### src/hdl/client_handle_table_macros.svh
// Assertion macros for the client handle table.
// Included by RTL files that carry concurrent checks; expects clk and rst_n in scope.
`ifndef CLIENT_HANDLE_TABLE_MACROS_SVH
`define CLIENT_HANDLE_TABLE_MACROS_SVH
`ifndef SYNTH
`define CHT_ASSERT(lbl, prop) \
    lbl: assert property (@(posedge clk) disable iff (!rst_n) prop) \
        else $error("client_handle_table: check failed");
`define CHT_ASSERT_ALWAYS(lbl, prop) \
    lbl: assert property (@(posedge clk) prop) \
        else $error("client_handle_table: check failed");
`else
`define CHT_ASSERT(lbl, prop)
`define CHT_ASSERT_ALWAYS(lbl, prop)
`endif
`endif

### src/hdl/cht_pkg.sv
// Shared types and constants for the client handle table.
// Used by cht_cell, cht_ctrl and client_handle_table; no dependencies.
package cht_pkg;

    localparam int DEF_TABLE_ENTRIES = 64;
    localparam int CLIENT_W          = 8;
    localparam int NUMBER_W          = 32;
    localparam int REF_W             = 32;
    localparam int SLOT_W            = 6;
    localparam int FREED_W           = 7;

    typedef enum logic [1:0] {
        CMD_ALLOC   = 2'd0,
        CMD_LOOKUP  = 2'd1,
        CMD_RELEASE = 2'd2,
        CMD_FLUSH   = 2'd3
    } cmd_t;

    typedef enum logic [1:0] {
        STAT_OK        = 2'd0,
        STAT_IN_USE    = 2'd1,
        STAT_FULL      = 2'd2,
        STAT_NOT_FOUND = 2'd3
    } status_t;

    typedef enum logic [1:0] {
        ST_IDLE,
        ST_SCAN,
        ST_PLACE
    } state_t;

    typedef struct packed {
        cmd_t                cmd;
        logic [CLIENT_W-1:0] client_id;
        logic [NUMBER_W-1:0] handle_number;
        logic [REF_W-1:0]    node_ref;
    } req_t;

    typedef struct packed {
        status_t            status;
        logic [SLOT_W-1:0]  slot;
        logic [REF_W-1:0]   found_ref;
        logic [FREED_W-1:0] freed_count;
    } resp_t;

    typedef struct packed {
        logic [NUMBER_W-1:0] handle_number;
        logic [CLIENT_W-1:0] client_id;
        logic [REF_W-1:0]    node_ref;
    } entry_t;

    typedef struct packed {
        logic   shift;
        entry_t feed;
    } ring_ctl_t;

endpackage

### src/hdl/cht_cell.sv
// One table entry of the rotating ring; loads its neighbor's entry on shift.
// Depends on cht_pkg for the entry type.
module cht_cell (
    input  logic            clk,
    input  logic            rst_n,
    input  logic            shift,
    input  cht_pkg::entry_t d,
    output cht_pkg::entry_t q
);

    cht_pkg::entry_t q_reg;

    always_ff @(posedge clk or negedge rst_n)
    begin
        if (!rst_n)
        begin
            q_reg <= '0;
        end
        else if (shift)
        begin
            q_reg <= d;
        end
    end

    assign q = q_reg;

endmodule

### config.mk
export PLATFORM = sky130hd
export DESIGN_NAME = cht_cell
export DESIGN_NICKNAME = d
export VERILOG_FILES = /design/src/hdl/client_handle_table_macros.svh /design/src/hdl/cht_pkg.sv /design/src/hdl/cht_cell.sv
export SDC_FILE = /design/constraint.sdc
export NUM_CORES = 1
export LEC_CHECK = 0
export BUFFER_PORTS_ARGS = -buffer_cell sky130_fd_sc_hd__buf_2
export CAP_MARGIN = 20
export CORE_ASPECT_RATIO = 0.6
export CORE_UTILIZATION = 35
export DETAILED_ROUTE_END_ITERATION = 16
export PLACE_DENSITY_LB_ADDON = 0.25
export SLEW_MARGIN = 10
export SYNTH_ARGS = -nofsm -noshare
export SYNTH_HDL_FRONTEND = slang
export SYNTH_SLANG_ARGS = --single-unit
### constraint.sdc
create_clock -name clk -period 1.37 [get_ports clk]
set_clock_uncertainty 0.15 [all_clocks]
set_input_delay 0.0685 -clock clk [delete_from_list [all_inputs] [get_ports clk]]
set_output_delay 0.0685 -clock clk [all_outputs]
set_load 0.01 [all_outputs]
-- Word-level counts from Yosys, hierarchy flattened
Cells that the tools add are included.
- register bits after elaboration: 72
- word-level logic and storage cells: 3

-- Longest topological paths before layout
- depth in word-level cells: 0
- gate-level depth with buffers: 3
- mapped depth without buffers: 1

-- Worst setup path after synthesis
Ideal clock, no wire load.
- path kind: input port to flip-flop
- from: input shift
- to: register q_reg, in the netlist q[0]
- library setup time: 0.125 ns
- arrival: 0.680 ns
- slack: 0.415 ns
- stages: 3
- path buffers: 2
- cells stage by stage: buf_6 -> buf_12 -> mux2_4
- RTL lines (what ; line ; text):
    start: declaration ; cht_cell.sv:6 ; input logic shift,
    end signal: assignment ; cht_cell.sv:17 ; q_reg <= '0;
    end signal: assignment ; cht_cell.sv:21 ; q_reg <= d;
    end: declaration ; cht_cell.sv:11 ; cht_pkg::entry_t q_reg;
No word-level cell between the ends.

-- Worst setup path in the final report
- from: register q_reg, in the netlist q[1]
- to: output q[1] in the netlist's numbering
- RTL lines (what ; line ; text):
    end: declaration ; cht_cell.sv:8 ; output cht_pkg::entry_t q
No word-level cell between the ends.

==> impl_metrics.yaml <==
power:
  power-per-cell-area_nw_per_um2: 1264
  netSwitchingPower_mw: 1.371
  leakage_nw: 2.514
  sequentialPowerShare_pct: 39.5
  ir_drop_mv: 0.6916
  clockPowerShare_pct: 42.6
  combPwrFrac_pct: 17.8
  swShare_pct: 22.04
  p_int_mw: 4.848
detailed_routing:
  drt-initial-drc-count: 48
  wl_per_cell_um: 14.54
  route.antenna.remaining_nets: 0
  drt_pass1_iterations: 4
  totalWireLength_mm: 7.139
  num_vias: 2109
  vias_per_cell: 4.295
  drc_errors: 0
critical_path:
  slowest_delay_ps: 390
  slowest_stage: "dfrtp_1"
  crit_cells: 1
  crit_chain: "buf_2"
  reg2regPathDepth: 1
  cp_num_buf_inv: 1
  crit_fanout: 2
  cp.required_ps: 1150
  worstPathArrival_ps: 860
  start_kind: "flip-flop"
  crit_start: "q[1]"
  path_class: "flip-flop to primary output"
  end_kind: "primary output"
  reg2reg_slack_ps: 440
  cp_top_family: "flip-flops"
  timing.rr.start: "q[62]"
placement:
  dp_cells: 403
  place.gp.congestion: 0.6543
  post-place-ws_ps: 316.5
  placed_area_um2: 3844
  dp_hpwl_mm: 4.495
  io_buffers: 146
job:
  drv_cap: 0
finish:
  final_nets: 454
  drive_gt1_share_pct: 62.14
  final-seq-area_um2: 1802
  instances_no_fill: 491
  multiInputGateArea_um2: 1074
  fillers: 635
  n_antenna_cell: 0
  area.growth.synth_to_final_pct: 62.51
  largest_register_ffs: 72
  fin_area_um2: 4918
logic_synthesis:
  seq_area_frac_synth_pct: 59.53
  synth_cell_types: 5
  yosys.area.top_type: "dfrtp_1"
  synth_area_leaders: "dfrtp_1 60%, mux2_4 35%, buf_12 4.6%"
  yosys_warnings: 0
  synth.top_cell.area_share_pct: 59.53
  netlist_area_um2: 3027
  ys_ff_latch: 72
  syn_inst: 152
  syn_avg_cell_area_um2: 19.91
  synth_fp_nets: 227
cts:
  cts_max_level: 3
  root_buffer: "clkbuf_16"
  post_cts_buffers: 0
  cts.sinks: 72
  path_clk_slew_ps: 50
  cts_buffer_depth: 2
  holdBufCountCts: 73
  cts_resized: 0
  cts_buffers: 9
  cts_tree: "built"
  clk_latency_ps: 320
floorplan:
  die_area_um2: 9035
  die_h_um: 74.03
  start_util_pct: 37.22
  ioPinCount: 147
  rows: 25
  coreArea_um2: 8133
  die_w_um: 122.1
sta:
  period_needed_ps: 1083
  post-route-period-util_pct: 79.08
  tns_ps: 0
  rsz0062_at_grt: "false"
  maxSlewViolCount: 0
  fmax_mhz: 923.0
  setup_viol: 0
  worst_pin_slew_ps: 443.0
  finalHoldViolations: 0
  relSlewSlack_pct: 70.47
  setup_ws_ps: 286.6
global_route:
  antenna_found_initial: 0
  grt_pass1_wl_mm: 10.98
  grt_use_total_pct: 16.51
  grt_pass1_vias: 2156
  overflow: 0
  grt_start_max_net_pins: 31
hold_path:
  hp-class: "primary input to asynchronous set/reset pin"
run_status:
  status: "complete, no violations"
==> cells by family (layout without fill, tap and decap cells) <==
logic type	Yosys count	count (layout)	synth area share (%)
muxes	72	72	35.47
buffers and inverters	8	239	5.002
DFF	72	72	59.53
==> layer usage <==
metal	vias to the layer above	track usage (%)	wire length, um
met5	-	0	0
met4	0	5.691	110
met3	11	6.212	544
met2	90	27.37	3310
met1	1023	20.09	3173
li1	985	-	-
==> layout make-up <==
class,count,area share (%)
well taps,108,2.747
clock inverters,5,2.137
flip-flops and latches,72,36.63
multi-input cells,72,21.83
clock buffers,10,4.859
repair buffers,224,31.80
==> per-stage QoR <==
step | hold WS [ps] | util (%) | power [mW]
after global placement | -109.7 | 47.26 | 3.421
after detailed placement | -114.2 | 47.26 | 3.439
after floorplan | -377.1 | - | 3.029
after global routing | 95.92 | 60.48 | 6.511
after CTS | 66.45 | 60.48 | 6.296
final | 66.88 | 60.48 | 6.218
==> power groups by stage <==
stage	sequential (mW)	combinational, mW	clock [mW]
floorplan	2.59	0.438	0
global placement	2.49	0.933	0
detailed placement	2.49	0.949	0
CTS	2.46	1.11	2.72
global route	2.49	1.19	2.83
finish	2.46	1.11	2.65
==> placed cells by master (no fill, tap or decap), drive strengths merged <==
| cell | instances |
|---|---|
| dlygate4sd3 | 73 |
| buf | 151 |
| clkinvlp | 2 |
| bufinv | 3 |
| dfrtp | 72 |
| mux2 | 72 |
| clkbuf | 10 |
==> final timing paths <==
kind	endpoint
worst max-delay path	q[1]
worst max register to register	q[62]
worst min register to register	q[18]
worst min-delay path	q[3]
min in group clk	q[69]
max in group asynchronous	q[71]
==> cell usage after synthesis <==
master,count
buf_12,7
dfrtp_1,72
buf_6,1
mux2_2,2
mux2_4,70
Note: power is estimated with default switching activity, not from simulation.
