==> src/hdl/client_handle_table_macros.svh <==
// Assertion macros for the client handle table.
// Included by RTL files that carry concurrent checks; expects clk and rst_n in scope.
`ifndef CLIENT_HANDLE_TABLE_MACROS_SVH
`define CLIENT_HANDLE_TABLE_MACROS_SVH
`ifndef SYNTH
`define CHT_ASSERT(lbl, prop) \
    lbl: assert property (@(posedge clk) disable iff (!rst_n) prop) \
        else $error("client_handle_table: check failed");
`define CHT_ASSERT_ALWAYS(lbl, prop) \
    lbl: assert property (@(posedge clk) prop) \
        else $error("client_handle_table: check failed");
`else
`define CHT_ASSERT(lbl, prop)
`define CHT_ASSERT_ALWAYS(lbl, prop)
`endif
`endif

==> src/hdl/cht_pkg.sv <==
// Shared types and constants for the client handle table.
// Used by cht_cell, cht_ctrl and client_handle_table; no dependencies.
package cht_pkg;

    localparam int DEF_TABLE_ENTRIES = 64;
    localparam int CLIENT_W          = 8;
    localparam int NUMBER_W          = 32;
    localparam int REF_W             = 32;
    localparam int SLOT_W            = 6;
    localparam int FREED_W           = 7;

    typedef enum logic [1:0] {
        CMD_ALLOC   = 2'd0,
        CMD_LOOKUP  = 2'd1,
        CMD_RELEASE = 2'd2,
        CMD_FLUSH   = 2'd3
    } cmd_t;

    typedef enum logic [1:0] {
        STAT_OK        = 2'd0,
        STAT_IN_USE    = 2'd1,
        STAT_FULL      = 2'd2,
        STAT_NOT_FOUND = 2'd3
    } status_t;

    typedef enum logic [1:0] {
        ST_IDLE,
        ST_SCAN,
        ST_PLACE
    } state_t;

    typedef struct packed {
        cmd_t                cmd;
        logic [CLIENT_W-1:0] client_id;
        logic [NUMBER_W-1:0] handle_number;
        logic [REF_W-1:0]    node_ref;
    } req_t;

    typedef struct packed {
        status_t            status;
        logic [SLOT_W-1:0]  slot;
        logic [REF_W-1:0]   found_ref;
        logic [FREED_W-1:0] freed_count;
    } resp_t;

    typedef struct packed {
        logic [NUMBER_W-1:0] handle_number;
        logic [CLIENT_W-1:0] client_id;
        logic [REF_W-1:0]    node_ref;
    } entry_t;

    typedef struct packed {
        logic   shift;
        entry_t feed;
    } ring_ctl_t;

endpackage

==> src/hdl/cht_ctrl.sv <==
// Sequencer at the head of the ring: scans entries as they pass, edits them,
// and builds the response. Depends on cht_pkg and client_handle_table_macros.svh.
`include "client_handle_table_macros.svh"

module cht_ctrl #(
    parameter int TABLE_ENTRIES = cht_pkg::DEF_TABLE_ENTRIES
) (
    input  logic                 clk,
    input  logic                 rst_n,
    input  logic                 start,
    output logic                 busy,
    input  cht_pkg::req_t        req,
    output logic                 done,
    output cht_pkg::resp_t       resp,
    input  cht_pkg::entry_t      head,
    output cht_pkg::ring_ctl_t   ring_ctl
);

    localparam int IDX_W   = $clog2(TABLE_ENTRIES);
    localparam int CNT_W   = $clog2(TABLE_ENTRIES + 1);
    localparam int SLOT_W  = cht_pkg::SLOT_W;
    localparam int FREED_W = cht_pkg::FREED_W;

    cht_pkg::state_t state_reg, state_next;
    cht_pkg::req_t   req_reg, req_next;
    cht_pkg::resp_t  resp_reg, resp_next;
    logic [IDX_W-1:0] idx_reg, idx_next;
    logic [IDX_W-1:0] free_slot_reg, free_slot_next;
    logic [IDX_W-1:0] slot_reg, slot_next;
    logic [cht_pkg::REF_W-1:0] fref_reg, fref_next;
    logic [CNT_W-1:0] cnt_reg, cnt_next;
    logic hit_reg, hit_next;
    logic free_found_reg, free_found_next;
    logic done_reg, done_next;
    logic last, match, owned, is_free, go_place;

    assign last    = (idx_reg == IDX_W'(TABLE_ENTRIES - 1));
    assign is_free = (head.node_ref == '0);
    assign owned   = !is_free && (head.client_id == req_reg.client_id);
    assign match   = owned && (head.handle_number == req_reg.handle_number);

    always_comb
    begin
        state_next = state_reg;
        unique case (state_reg)
            cht_pkg::ST_IDLE:
            begin
                if (start)
                begin
                    state_next = cht_pkg::ST_SCAN;
                end
            end
            cht_pkg::ST_SCAN:
            begin
                if (last)
                begin
                    state_next = go_place ? cht_pkg::ST_PLACE : cht_pkg::ST_IDLE;
                end
            end
            cht_pkg::ST_PLACE:
            begin
                if (last)
                begin
                    state_next = cht_pkg::ST_IDLE;
                end
            end
            default:
            begin
                state_next = cht_pkg::ST_IDLE;
            end
        endcase
    end

    always_comb
    begin
        ring_ctl.shift  = 1'b0;
        ring_ctl.feed   = head;
        req_next        = req_reg;
        resp_next       = resp_reg;
        idx_next        = idx_reg;
        free_slot_next  = free_slot_reg;
        slot_next       = slot_reg;
        fref_next       = fref_reg;
        cnt_next        = cnt_reg;
        hit_next        = hit_reg;
        free_found_next = free_found_reg;
        done_next       = 1'b0;
        go_place        = 1'b0;
        unique case (state_reg)
            cht_pkg::ST_IDLE:
            begin
                if (start)
                begin
                    req_next        = req;
                    idx_next        = '0;
                    cnt_next        = '0;
                    hit_next        = 1'b0;
                    free_found_next = 1'b0;
                end
            end
            cht_pkg::ST_SCAN:
            begin
                ring_ctl.shift = 1'b1;
                idx_next = last ? '0 : idx_reg + 1'b1;
                unique case (req_reg.cmd)
                    cht_pkg::CMD_ALLOC:
                    begin
                        if (match)
                        begin
                            hit_next = 1'b1;
                        end
                        if (is_free && !free_found_reg)
                        begin
                            free_found_next = 1'b1;
                            free_slot_next  = idx_reg;
                        end
                    end
                    cht_pkg::CMD_LOOKUP:
                    begin
                        if (match && !hit_reg)
                        begin
                            hit_next  = 1'b1;
                            slot_next = idx_reg;
                            fref_next = head.node_ref;
                        end
                    end
                    cht_pkg::CMD_RELEASE:
                    begin
                        if (match && !hit_reg)
                        begin
                            hit_next  = 1'b1;
                            slot_next = idx_reg;
                            ring_ctl.feed.node_ref  = '0;
                            ring_ctl.feed.client_id = '0;
                        end
                    end
                    cht_pkg::CMD_FLUSH:
                    begin
                        if (owned)
                        begin
                            cnt_next = cnt_reg + 1'b1;
                            ring_ctl.feed.node_ref  = '0;
                            ring_ctl.feed.client_id = '0;
                        end
                    end
                    default:
                    begin
                    end
                endcase
                if (last)
                begin
                    go_place = (req_reg.cmd == cht_pkg::CMD_ALLOC) && !hit_next
                               && free_found_next;
                    if (!go_place)
                    begin
                        done_next = 1'b1;
                        resp_next = '0;
                        unique case (req_reg.cmd)
                            cht_pkg::CMD_ALLOC:
                            begin
                                resp_next.status = hit_next ? cht_pkg::STAT_IN_USE
                                                            : cht_pkg::STAT_FULL;
                            end
                            cht_pkg::CMD_LOOKUP:
                            begin
                                if (hit_next)
                                begin
                                    resp_next.slot      = SLOT_W'(slot_next);
                                    resp_next.found_ref = fref_next;
                                end
                                else
                                begin
                                    resp_next.status = cht_pkg::STAT_NOT_FOUND;
                                end
                            end
                            cht_pkg::CMD_RELEASE:
                            begin
                                if (hit_next)
                                begin
                                    resp_next.slot = SLOT_W'(slot_next);
                                end
                                else
                                begin
                                    resp_next.status = cht_pkg::STAT_NOT_FOUND;
                                end
                            end
                            cht_pkg::CMD_FLUSH:
                            begin
                                resp_next.freed_count = FREED_W'(cnt_next);
                            end
                            default:
                            begin
                            end
                        endcase
                    end
                end
            end
            cht_pkg::ST_PLACE:
            begin
                ring_ctl.shift = 1'b1;
                idx_next = last ? '0 : idx_reg + 1'b1;
                if (idx_reg == free_slot_reg)
                begin
                    ring_ctl.feed.handle_number = req_reg.handle_number;
                    ring_ctl.feed.client_id     = req_reg.client_id;
                    ring_ctl.feed.node_ref      = req_reg.node_ref;
                end
                if (last)
                begin
                    done_next      = 1'b1;
                    resp_next      = '0;
                    resp_next.slot = SLOT_W'(free_slot_reg);
                end
            end
            default:
            begin
            end
        endcase
    end

    always_ff @(posedge clk or negedge rst_n)
    begin
        if (!rst_n)
        begin
            state_reg      <= cht_pkg::ST_IDLE;
            idx_reg        <= '0;
            cnt_reg        <= '0;
            hit_reg        <= 1'b0;
            free_found_reg <= 1'b0;
            done_reg       <= 1'b0;
        end
        else
        begin
            state_reg      <= state_next;
            idx_reg        <= idx_next;
            cnt_reg        <= cnt_next;
            hit_reg        <= hit_next;
            free_found_reg <= free_found_next;
            done_reg       <= done_next;
        end
    end

    always_ff @(posedge clk)
    begin
        req_reg       <= req_next;
        resp_reg      <= resp_next;
        free_slot_reg <= free_slot_next;
        slot_reg      <= slot_next;
        fref_reg      <= fref_next;
    end

    assign busy = (state_reg != cht_pkg::ST_IDLE);
    assign done = done_reg;
    assign resp = resp_reg;

    `CHT_ASSERT(a_done_after_pass, done_reg |-> state_reg == cht_pkg::ST_IDLE)
    `CHT_ASSERT(a_place_only_free_alloc, state_reg == cht_pkg::ST_PLACE |-> req_reg.cmd == cht_pkg::CMD_ALLOC && !hit_reg && free_found_reg)
    `CHT_ASSERT(a_pass_starts_at_zero, $rose(busy) |-> idx_reg == '0)
    `CHT_ASSERT(a_lookup_ref_nonzero, done_reg && resp_reg.status == cht_pkg::STAT_OK && req_reg.cmd == cht_pkg::CMD_LOOKUP |-> resp_reg.found_ref != '0)
    `CHT_ASSERT_ALWAYS(a_idle_in_reset, !rst_n |-> !busy && !done)

endmodule

==> config.mk <==
export PLATFORM = sky130hd
export DESIGN_NAME = cht_ctrl
export DESIGN_NICKNAME = d
export VERILOG_FILES = /design/src/hdl/cht_pkg.sv /design/src/hdl/cht_ctrl.sv
export VERILOG_INCLUDE_DIRS = /design/src /design/src/hdl
export SDC_FILE = /design/constraint.sdc
export NUM_CORES = 1
export LEC_CHECK = 0
export ABC_AREA = 1
export BUFFER_PORTS_ARGS = -buffer_cell sky130_fd_sc_hd__buf_2
export CORE_MARGIN = 3
export CORE_UTILIZATION = 50
export CTS_CLUSTER_SIZE = 14
export DETAILED_ROUTE_END_ITERATION = 12
export PLACE_DENSITY = 0.76
export SLEW_MARGIN = 10
export SYNTH_ARGS = -nofsm -noshare
export SYNTH_HDL_FRONTEND = slang
export SYNTH_SLANG_ARGS = --single-unit
==> constraint.sdc <==
create_clock -name clk -period 10.4 [get_ports clk]
set_input_delay 0.52 -clock clk [delete_from_list [all_inputs] [get_ports clk]]
set_output_delay 0.52 -clock clk [all_outputs]
set_load 0.005 [all_outputs]
### After elaboration in Yosys (flattened, before gate mapping)

Cells that the tools add are included.
Widths: inputs -> output; s select.

* $add $sub $neg: 2
* equality and inequality tests: 13
* multiplexer cells: 51
* reductions and logical operators: 25

Operators with widths (number)
* $pmux 40 s2: 2
* $mux 47: 3
* $mux 32: 4
* $pmux 47 s2: 1
* $mux 40: 2
* $mux 72: 1
* $mux 38: 1
* $eq 32x32->1: 1
* $logic_not 32->1: 1
* $mux 6: 5
* $mux 7: 4
* $pmux 6 s2: 2
* $pmux 7 s2: 1
* $mux 1: 13
* $mux 2: 6
* $eq 8x8->1: 1
* $ne 2x2->1 const B: 4
* $pmux 1 s2: 4
* $reduce_bool 2->1: 4
* $add 7x1->7 const B: 1
* $add 6x1->6 const B: 1
* $eq 2x2->1 const B: 3
* $eq 6x6->1: 1
* $eq 6x6->1 const B: 1
* 10 further kinds: 24

* register bits after elaboration: 183
* input port bits: 149
* output and inout bits: 122
* logic and storage cells: 108

### Logic depth before layout (Yosys ltp)

* depth after elaboration: 16
* depth in mapped cells: 14

### Worst setup path before layout

Ideal clock, no wire load.

* path type: register to register
* start: reg state_reg[1]
* end: reg resp_reg (netlist bit resp[0]) (enable)
* setup time: 0.453 ns
* arrival: 3.870 ns
* setup slack: 6.077 ns
* cell stages (with the launch flop): 8
* path buffers: 1
* clock period less this slack: 4.323 ns
* path through: dfrtp_1 > inv_1 > ha_1 > clkbuf_1 > nor2_1 > inv_1 > nand2_1 > nor2_1

* longest elaborated chain between the ends: 3
* elaborated cells on any way between the ends: 7
* classes of those cells: eq/ne (5); reduce/logical (2)

Ends and longest elaborated chain
* from (decl): line cht_ctrl.sv:24 `cht_pkg::state_t state_reg, state_next;`
* from (signal assigned): line cht_ctrl.sv:225 `state_reg <= cht_pkg::ST_IDLE;`
* from (signal assigned): line cht_ctrl.sv:234 `state_reg <= state_next;`
* $eq 2x1->1 or $eq 2x2->1 (tied branches): line cht_ctrl.sv:89 `unique case (state_reg)`
* $ne 2x2->1 (no line) or $reduce_bool 2->1 (tied branches)
* $reduce_and 4->1 (no line) *
* to (signal assigned): line cht_ctrl.sv:246 `resp_reg <= resp_next;`
* to (decl): line cht_ctrl.sv:26 `cht_pkg::resp_t resp_reg, resp_next;`

Mark *: on every way between the ends. The rest lies on a longest branch, timed or not.
A chain may end at the register's enable or synchronous reset.

==> results.toml <==
[critical_path]
path_cells = "inv_1, or2_2, nand4_1, nor2_1, nand2_2, buf_4, inv_1, nand2_2, mux2_2, buf_2"
crit_path_start_kind = "flip-flop"
cp_data_required_time_ps = 9880
critPathArrivalTime_ps = 3480
reg2reg_setup_slack_ps = 7350
crit_start = "idx_reg[4]"
r2r_start = "req_reg[65]"
cp-end-kind = "primary output"
critPathKind = "flip-flop to primary output"
cp_max_fo = 81
cp_slowest_cell = "nand2_2"
slowest_delay_ps = 730

[timing]
tightestPinTransition_ps = 986
fin_crit_sh_pct = 38.4
fmax_mhz = 250
slew_headroom_pct = 34.0
period_minus_slack_ps = 4000
maxSlewViolCount = 0
rsz0062_at_grt = "false"
hold_viol_final = 0
skew_ps = 14.0
final.setup.tns_ps = 0
holdWs_ps = 31.6
setup_violations = 0

[floorplanning]
fp-row-count = 51
initial_core_util_pct = 51.5
die-area_um2 = 22000
core_um2 = 19700
die_y_um = 148
die_w_um = 148
ios = 271

[routing]
drt_first_iter_violations = 635
wl_per_cell_um = 15.2
wl_um = 27000
first_pass_iters = 5
drc = 0
vias = 8976
detail_route.vias_per_cell = 5.05
postRouteAntennaNets = 0

[placement]
portBuffers = 270
place_area_um2 = 11700
dp_cells = 1743
gp_congestion = 0.839
dp_hpwl_um = 18800

[clock_tree]
postCtsSetupRepairBufs = 0
clock_latency_ps = 430
clkSinkCount = 183
cts-root-buf = "clkbuf_16"
tritoncts = "built"
cts_hold_buf = 0
clockBufferDepth = 2
cts_resized = 0
clkTransAtPathRegs_ps = 70
h-tree-depth = 4
cts_buffers = 17

[finish]
drive_above_1_share_pct = 22.3
syn_to_final_growth_pct = 21.1
final_nets = 1656
largest_register_ffs = 74
finalInstanceArea_um2 = 12300
final_core_util_pct = 62.4
layoutNonFillerInstCount = 1778

[logic_synthesis]
synth_seq_cells = 183
netlist_area_um2 = 10100
synth_top_flop_cell = "edfxtp_1"
synth-edff-count = 165
async_flop_share_pct = 9.84
synth_warnings = 0
synthTopCellsByArea = "edfxtp_1 (49%), nand2_1 (17%), inv_1 (8.0%)"
ys_types = 34
syn-num-nets = 1410
synth_area_leader_cell = "edfxtp_1"
synth_top_cell_area_share_pct = 48.9
synth_seq_area_share_pct = 53.4
syn_area_per_cell_um2 = 8.10
postSynthCellCount = 1251

[flow_run]
cap_viol_max_count = 0

[hold_path]
hp-class = "input pin to async pin"

[pwr]
power_density_nw_per_um2 = 186
p_leak_nw = 6.11
max-vdd-ir-drop_mv = 0.114

[global_routing]
antenna_found_initial = 4
grt_overflow = 0
grt_pass1_vias = 8646
grt_max_degree = 86
grt_usage_pct = 24.5
grt_pass1_wl_um = 42800

[run_status]
status = "finished clean"
[layout by cell type (no fill, tap or decap), types with 6 or more instances in the layout]
cell,count
nand2_1,457
nand4_1,13
nand3_1,11
nor2_1,94
inv_1,215
xor2_1,12
o211ai_1,41
a21oi_1,79
buf_2,270
clkbuf_16,17
dfrtp_1,18
ha_1,7
nand2_2,6
edfxtp_1,165
o21ai_0,43
[per-stage QoR]
step | power (W) | setup WS (ps)
4_1_cts | 0.00230 | 6440
2_1_floorplan | 0.00137 | 6080
3_5_place_dp | 0.00163 | 6900
5_1_grt | 0.00242 | 6130
6_report | 0.00228 | 6400
3_3_place_gp | 0.00161 | 6920
[cell usage after synthesis, types with 2 or more instances]
library cell and count:
a21oi_1 79, buf_1 3, buf_2 15, buf_4 8
clkbuf_1 22, dfrtp_1 18, edfxtp_1 165, ha_1 10
inv_1 216, inv_2 4, mux2_2 3, nand2_1 459
nand2_2 4, nand3_1 11, nand4_1 13, nor2_1 95
nor2_4 2, nor3_1 5, o211ai_1 41, o21ai_0 43
o21ai_1 3, o21ai_2 4, o22ai_1 3, or2_2 3
xnor2_1 2, xor2_1 12
[cells by family after synthesis]
logic type | count (synthesis) | synth area share (%)
buffers and inverters | 268 | 10.4
AO/OA/AOI/OAI | 175 | 9.92
XOR/XNOR | 14 | 1.21
multiplexers | 3 | 0.334
adder cells (fa/ha/maj) | 10 | 1.24
AND/OR/NAND/NOR | 598 | 23.5
flip-flops | 183 | 53.4
[metal layers]
| metal | GRT usage (%) | routed length (um) | share of wire (%) |
|---|---|---|---|
| met5 | 0 | 36 | 0.13 |
| met4 | 9.79 | 761 | 2.8 |
| met3 | 6.28 | 2300 | 8.5 |
| met2 | 41.6 | 13000 | 48 |
| met1 | 30.0 | 10900 | 40 |
[worst max-delay path, delay by kind of cell (launching register included)]
family,cells,cell delay (ps)
and+or+nand+nor,5,1220
muxes,1,410
DFF,1,360
buffers and inverters,4,960
[layout make-up]
type                       count  area, um^2
antenna                        3        7.51
clock buffer                  18         429
clock inverter                14         171
fill                        1759        7380
inverter                     220         827
multi-input combinational    800        3710
sequential                   183        5410
tap                          265         332
timing repair buffer         275        1390
[power breakdown]
group | internal [W] | switching [W]
Sequential | 0.000897 | 0.0000325
Clock | 0.000381 | 0.000286
Combinational | 0.000240 | 0.000442
[final timing paths]
check,to,cells past startpoint
max,ring_ctl[70],10
min,done,1
max reg2reg,resp[26],9
min reg2reg,free_slot_reg[4],0
max in group asynchronous,idx_reg[4],1
min in group clk,req_reg[36],1
Note: power is estimated with default switching activity, not from simulation.
